`config.mk`:
```
export PLATFORM = sky130hd
export DESIGN_NAME = ltt_ctrl
export DESIGN_NICKNAME = d
export VERILOG_FILES = /design/src/sv/assert_macros.svh /design/src/sv/ltt_pkg.sv /design/src/sv/ltt_ctrl.sv
export SDC_FILE = /design/constraint.sdc
export NUM_CORES = 1
export LEC_CHECK = 0
export ABC_AREA = 0
export BUFFER_PORTS_ARGS = -buffer_cell sky130_fd_sc_hd__buf_2
export CAP_MARGIN = 10
export CORE_AREA = 2 2 39 41
export DETAILED_ROUTE_END_ITERATION = 8
export DIE_AREA = 0 0 41 43
export GPL_TIMING_DRIVEN = 0
export HOLD_SLACK_MARGIN = 0.02
export MAX_ROUTING_LAYER = met4
export PLACE_DENSITY_LB_ADDON = 0.1
export SETUP_SLACK_MARGIN = 0.2
export SLEW_MARGIN = 30
export SYNTH_ARGS = -nofsm -noshare
export SYNTH_HDL_FRONTEND = slang
export SYNTH_SLANG_ARGS = --single-unit
```
`constraint.sdc`:
```
create_clock -name clk -period 1.5 [get_ports clk]
set_clock_uncertainty 0.05 [all_clocks]
set_input_delay 0.075 -clock clk [delete_from_list [all_inputs] [get_ports clk]]
set_output_delay 0.075 -clock clk [all_outputs]
set_load 0.005 [all_outputs]
```
`src/sv/assert_macros.svh`:
```
// Assertion helpers. Both macros use the clk and rst names of the module
// that includes this file.
`ifndef ASSERT_MACROS_SVH
`define ASSERT_MACROS_SVH
`ifndef ASSERT_OFF
// Check a property on every rising clock edge outside reset
`define ASSERT_CLK(lbl, prop) \
  lbl: assert property (@(posedge clk) disable iff (rst) prop) else $error("assertion failed");
// Check that a condition never holds outside reset
`define ASSERT_NEVER(lbl, expr) \
  lbl: assert property (@(posedge clk) disable iff (rst) !(expr)) else $error("assertion failed");
`else
`define ASSERT_CLK(lbl, prop)
`define ASSERT_NEVER(lbl, expr)
`endif
`endif

```
`src/sv/ltt_pkg.sv`:
```
package ltt_pkg;

  // Table geometry
  localparam int DEPTH  = 1024;
  localparam int ADDR_W = (DEPTH > 1) ? $clog2(DEPTH) : 1;
  localparam int CNT_W  = $clog2(DEPTH + 1);
  localparam int KEY_W  = 32;
  localparam int DATA_W = 32;

  // Request kinds
  typedef enum logic [1:0] {
    KIND_UPDATE = 2'd0,
    KIND_LOOKUP = 2'd1,
    KIND_CANCEL = 2'd2,
    KIND_NONE   = 2'd3
  } kind_t;

  // Commands from the controller to the datapath
  typedef struct packed {
    logic accept;    // latch request, read hinted slot, arm the scan
    logic hint_chk;  // compare the hinted slot
    logic scan_run;  // issue one scan read and compare the one in flight
    logic apply;     // update the table and load the result register
  } ltt_cmd_t;

  // Status from the datapath to the controller
  typedef struct packed {
    logic in_none;    // incoming request has an unused kind
    logic hint_ok;    // hint names a written slot
    logic hint_hit;   // hinted slot matches the request key
    logic scan_hit;   // slot in flight matches the request key
    logic scan_done;  // every written slot has been compared
    logic req_cancel; // current request is a cancel
    logic out_free;   // result register can take a new result
  } ltt_stat_t;

endpackage

```
`src/sv/ltt_ctrl.sv`:
```
module ltt_ctrl (
  input  logic              clk,
  input  logic              rst,
  input  logic              in_valid,
  output logic              in_ready,
  input  ltt_pkg::ltt_stat_t stat,
  output ltt_pkg::ltt_cmd_t  cmd
);
  import ltt_pkg::*;

  typedef enum logic [3:0] {
    S_IDLE  = 4'b0001,
    S_HINT  = 4'b0010,
    S_SCAN  = 4'b0100,
    S_APPLY = 4'b1000
  } state_t;

  state_t state;
  state_t state_next;

  // Take a request only while idle
  assign in_ready = (state == S_IDLE);

  // One request: hint check, else newest-first scan, then apply
  always_comb begin
    cmd        = '0;
    state_next = state;
    case (state)
      S_IDLE: begin
        if (in_valid) begin
          cmd.accept = 1'b1;
          if (stat.in_none) begin
            state_next = S_APPLY;
          end else if (stat.hint_ok) begin
            state_next = S_HINT;
          end else begin
            state_next = S_SCAN;
          end
        end
      end
      S_HINT: begin
        cmd.hint_chk = 1'b1;
        if (stat.hint_hit) begin
          state_next = S_APPLY;
        end else begin
          state_next = S_SCAN;
        end
      end
      S_SCAN: begin
        cmd.scan_run = 1'b1;
        // A cancel keeps going to clear every match
        if ((stat.scan_hit && !stat.req_cancel) || stat.scan_done) begin
          state_next = S_APPLY;
        end
      end
      S_APPLY: begin
        // Hold until the result register is free
        if (stat.out_free) begin
          cmd.apply  = 1'b1;
          state_next = S_IDLE;
        end
      end
      default: begin
        state_next = S_IDLE;
      end
    endcase
  end

  always_ff @(posedge clk) begin
    if (rst) begin
      state <= S_IDLE;
    end else begin
      state <= state_next;
    end
  end

endmodule

```
---- Yosys cells after proc, flatten, opt, wreduce, memory -nomap -nowiden ----
Cells that the tools add are included.
operators by class
  reductions and logical operators ........ 4
  multiplexer cells ....................... 13
  equal/unequal tests ..................... 7
operators by type and width
  operator            number
  $mux 4              5
  $pmux 4 s4          1
  $mux 1              6
  $ne 2x2->1 const B  3
  $eq 4x1->1 const B  1
  $eq 4x2->1 const B  1
  $eq 4x3->1 const B  1
  $eq 4x4->1 const B  1
  $mux 3              1
  $reduce_and 3->1    1
  $logic_and 1x1->1   1
  $logic_not 1->1     1
  $logic_or 1x1->1    1
storage, ports and cells
  output and inout port bits .............. 5
  bits of input ports ..................... 10
  register bits after elaboration ......... 4
  word-level logic and storage cells ...... 25

---- Longest topological paths before layout ----
  word-level depth ........................ 5
  gate-level depth with buffers ........... 5
  gate-level depth less buffers ........... 4

---- Least setup slack after synthesis ----
Ideal clock, no wire load.
  kind .................................... register -> register
  start point ............................. register state[0]
  end point ............................... register state[0]
  path slack .............................. 0.200 ns
  library setup time ...................... 0.114 ns
  required time ........................... 1.336 ns
  arrival time ............................ 1.136 ns
  stages on the path, launching flop included .. 6
  cell sequence ........................... dfxtp_1 -> buf_2 -> nor4b_4 -> and2_2 -> nor3_1 -> a21o_1
on the way
  cells in the longest elaborated chain, start to end .. 3
RTL lines
  what                               line            RTL
  from (decl)                        ltt_ctrl.sv:18  state_t state;
  from (signal assigned)             ltt_ctrl.sv:73  state <= state_next;
  $eq 4x1->1 *                       -
  named net in_ready                 ltt_ctrl.sv:5   output logic in_ready,
  $ne 2x2->1 (no source line)        -
  $reduce_and 3->1 (no source line)  -
Mark *: on every way through the listed nets, which the timed path passes. The rest lies on a longest branch.
A chain may end at the register's enable or synchronous reset.

==> flow_metrics.py <==
metrics = {
    "place": {
        "routabilityCongestion": 0.807,
        "post_dp_cell_area_um2": 400,
        "dp_hpwl_um": 623,
        "portBuffers": 14,
    },
    "sta": {
        "hold_ws_ns": 0.138,
        "timing.slew.headroom_pct": 82.4,
        "finalSetupViolations": 0,
        "tightest_slew_ns": 0.264,
        "finalCritPeriodShare_pct": 86.0,
        "slew_viol_final": 0,
        "setup_tns_ns": 0,
        "min_period_ns": 1.29,
        "rsz0062_at_grt": "yes",
        "max_freq_mhz": 775,
        "hold_viol_final": 0,
    },
    "finish": {
        "seq_area_um2": 92.6,
        "area_growth_pct": 66.9,
        "fin_area_um2": 518,
        "reg_top3": "state (4)",
        "largest_reg_flops": 4,
        "num_antenna_cells": 0,
        "nets": 68,
        "drive_gt1_share_pct": 60.7,
        "top_register": "state",
        "fillers": 137,
        "multi_input_area_um2": 248,
    },
    "logic_synthesis": {
        "syn-instance-count": 34,
        "ys_warn_count": 0,
        "seq_area_frac_synth_pct": 25.8,
        "ys_ff_latch": 4,
        "synth_nets": 44,
        "synth_cell_types": 23,
        "syn_avg_cell_area_um2": 9.13,
        "syn_area_um2": 310,
    },
    "cts": {
        "cts.sink_count": 4,
        "clock_latency_ns": 0.23,
        "cts_tree": "built",
        "tritoncts.num_buffers": 3,
        "ctsLongestPathBuffers": 2,
        "ctsHtreeMaxLevel": 1,
        "root_buffer": "clkbuf_4",
        "path_clk_slew_ns": 0.03,
    },
    "power_and_ir_drop": {
        "p_leak_nw": 0.223,
        "p_per_area_nw_per_um2": 765,
        "vdd_drop_max_uv": 439,
    },
    "worst_setup_path": {
        "cp_data_arrival_time_ns": 1.17,
        "critPathTopFamily": "simple AND/OR/NAND/NOR gates",
        "critPathLaunchType": "register",
        "crit_required_ns": 1.37,
        "cp_max_fo": 6,
        "path_cells": "nor4b_4, and2_4, buf_6",
        "slowest_stage": "dfxtp_4",
        "crit_buf_inv": 1,
        "critPathKind": "reg2out",
        "cpPeakStageDelay_ns": 0.37,
        "end_kind": "output pin",
    },
    "grt": {
        "grt_pass1_wl_mm": 1.50,
        "grt_max_degree": 9,
        "grt_pass1_vias": 377,
        "track_usage_pct": 12.8,
        "overflow": 0,
        "antenna_found_initial": 0,
    },
    "floorplan": {
        "core.rowCount": 14,
        "ioPinCount": 15,
        "dieWidth_um": 41,
        "die_area_um2": 1760,
        "core_um2": 1380,
        "die_h_um": 43,
        "start_util_pct": 22.4,
    },
    "run_status": {
        "status": "completed",
    },
    "detailed_routing": {
        "antenna_left": 0,
        "vias": 334,
        "first_pass_iters": 2,
        "vias_per_cell": 4.64,
        "drt_iter0_drc": 3,
        "drc": 0,
        "wl_per_cell_um": 11.9,
        "wl_um": 855,
    },
    "worst_hold_path": {
        "hp-class": "in2reg",
    },
    "job": {
        "drv_cap": 0,
    },
}
## report_power, final
| group | switching (mW) | internal, mW |
|---|---|---|
| logic | 0.0494 | 0.0837 |
| clock network | 0.0422 | 0.0893 |
| registers | 0.0178 | 0.114 |
| total | 0.109 | 0.287 |
## worst paths after layout
check                              start       end  slack, ns  cells after the start
worst min register to register  state[3]  state[3]       0.60                      2
worst min-delay path             stat[2]  state[2]       0.14                      4
worst max-delay path            state[2]    cmd[3]       0.21                      3
worst max register to register  state[0]  state[3]       0.22                      4
## cells in the mapped netlist
| library cell | number | share of area (%) |
|---|---|---|
| nor3b_2 | 1 | 4.0 |
| and2_2 | 1 | 2.4 |
| o32ai_1 | 1 | 2.8 |
| nand2b_1 | 1 | 2.0 |
| nand4bb_1 | 1 | 3.6 |
| nor3_1 | 1 | 1.6 |
| nand2_1 | 1 | 1.2 |
| nor2b_1 | 1 | 2.0 |
| a31oi_1 | 1 | 2.0 |
| and3_2 | 1 | 2.4 |
| nand3b_1 | 1 | 2.4 |
| nor4b_2 | 2 | 9.7 |
| a21oi_1 | 2 | 3.2 |
| buf_2 | 1 | 1.6 |
| nor2_1 | 4 | 4.8 |
| and4b_2 | 1 | 3.6 |
| a22o_1 | 1 | 2.8 |
| nor3b_1 | 3 | 7.3 |
| inv_1 | 1 | 1.2 |
| dfxtp_1 | 4 | 26 |
| a21o_1 | 1 | 2.4 |
| nor4b_4 | 1 | 7.7 |
| o21ai_0 | 2 | 3.2 |
## per-stage QoR
step                      setup slack (ns)  total power, mW  util (%)  cells
after floorplan                      0.200            0.184         -     34
after global placement               0.107            0.221      28.9     64
after detailed placement            0.0966            0.221      28.9     64
after CTS                            0.200            0.396      36.4     72
after global routing                0.0863            0.425      37.4     72
final                                0.210            0.396      37.4     72
## cells in the final DEF, fill, tap and decap left out, types with 2 or more instances in the layout
cell type,instances
buf_4,3
clkbuf_4,3
buf_2,13
buf_6,3
nor4b_4,3
dfxtp_4,3
nor2_1,3
a21oi_1,2
nor3b_1,3
## repair_timing
item | 4_1_cts | 5_1_grt
pin swaps | 2 | 2
hold buffers | 1 | 0
gates cloned | 1 | 0
setup buffers | 3 | 0
endpoints found under the setup margin | 8 | 9
hold endpoints to repair | 1 | 0
gates resized for setup | 13 | 4
## area by class of cell
class	count	area share (%)
Buffer	1	2.17
Timing Repair Buffer	19	23.2
Sequential cell	4	17.9
Inverter	1	0.725
Multi-Input combinational cell	28	47.8
Clock buffer	3	4.35
Tap cell	16	3.86
## worst reg2reg max path: cells and delay by family (launching register included)
kind	cells	cell delay (ns)
buffers and inverters	1	0.13
and+or+nand+nor	2	0.55
DFF	1	0.32
AOI/OAI and AO/OA	1	0.12
## cell families after synthesis
logic type / synth area share (%)
compound gates: 16.5
simple gates: 54.8
buf+inv: 2.82
flops: 25.8
## metal layers
layer	up-vias	global-route usage, %	part of all wire, %
li1	175	-	-
met5	-	-	0
met2	7	20.9	54
met3	0	3.14	4.4
met1	152	13.8	41
met4	0	6.00	0
No activity file was read; power rests on OpenSTA's default activity.
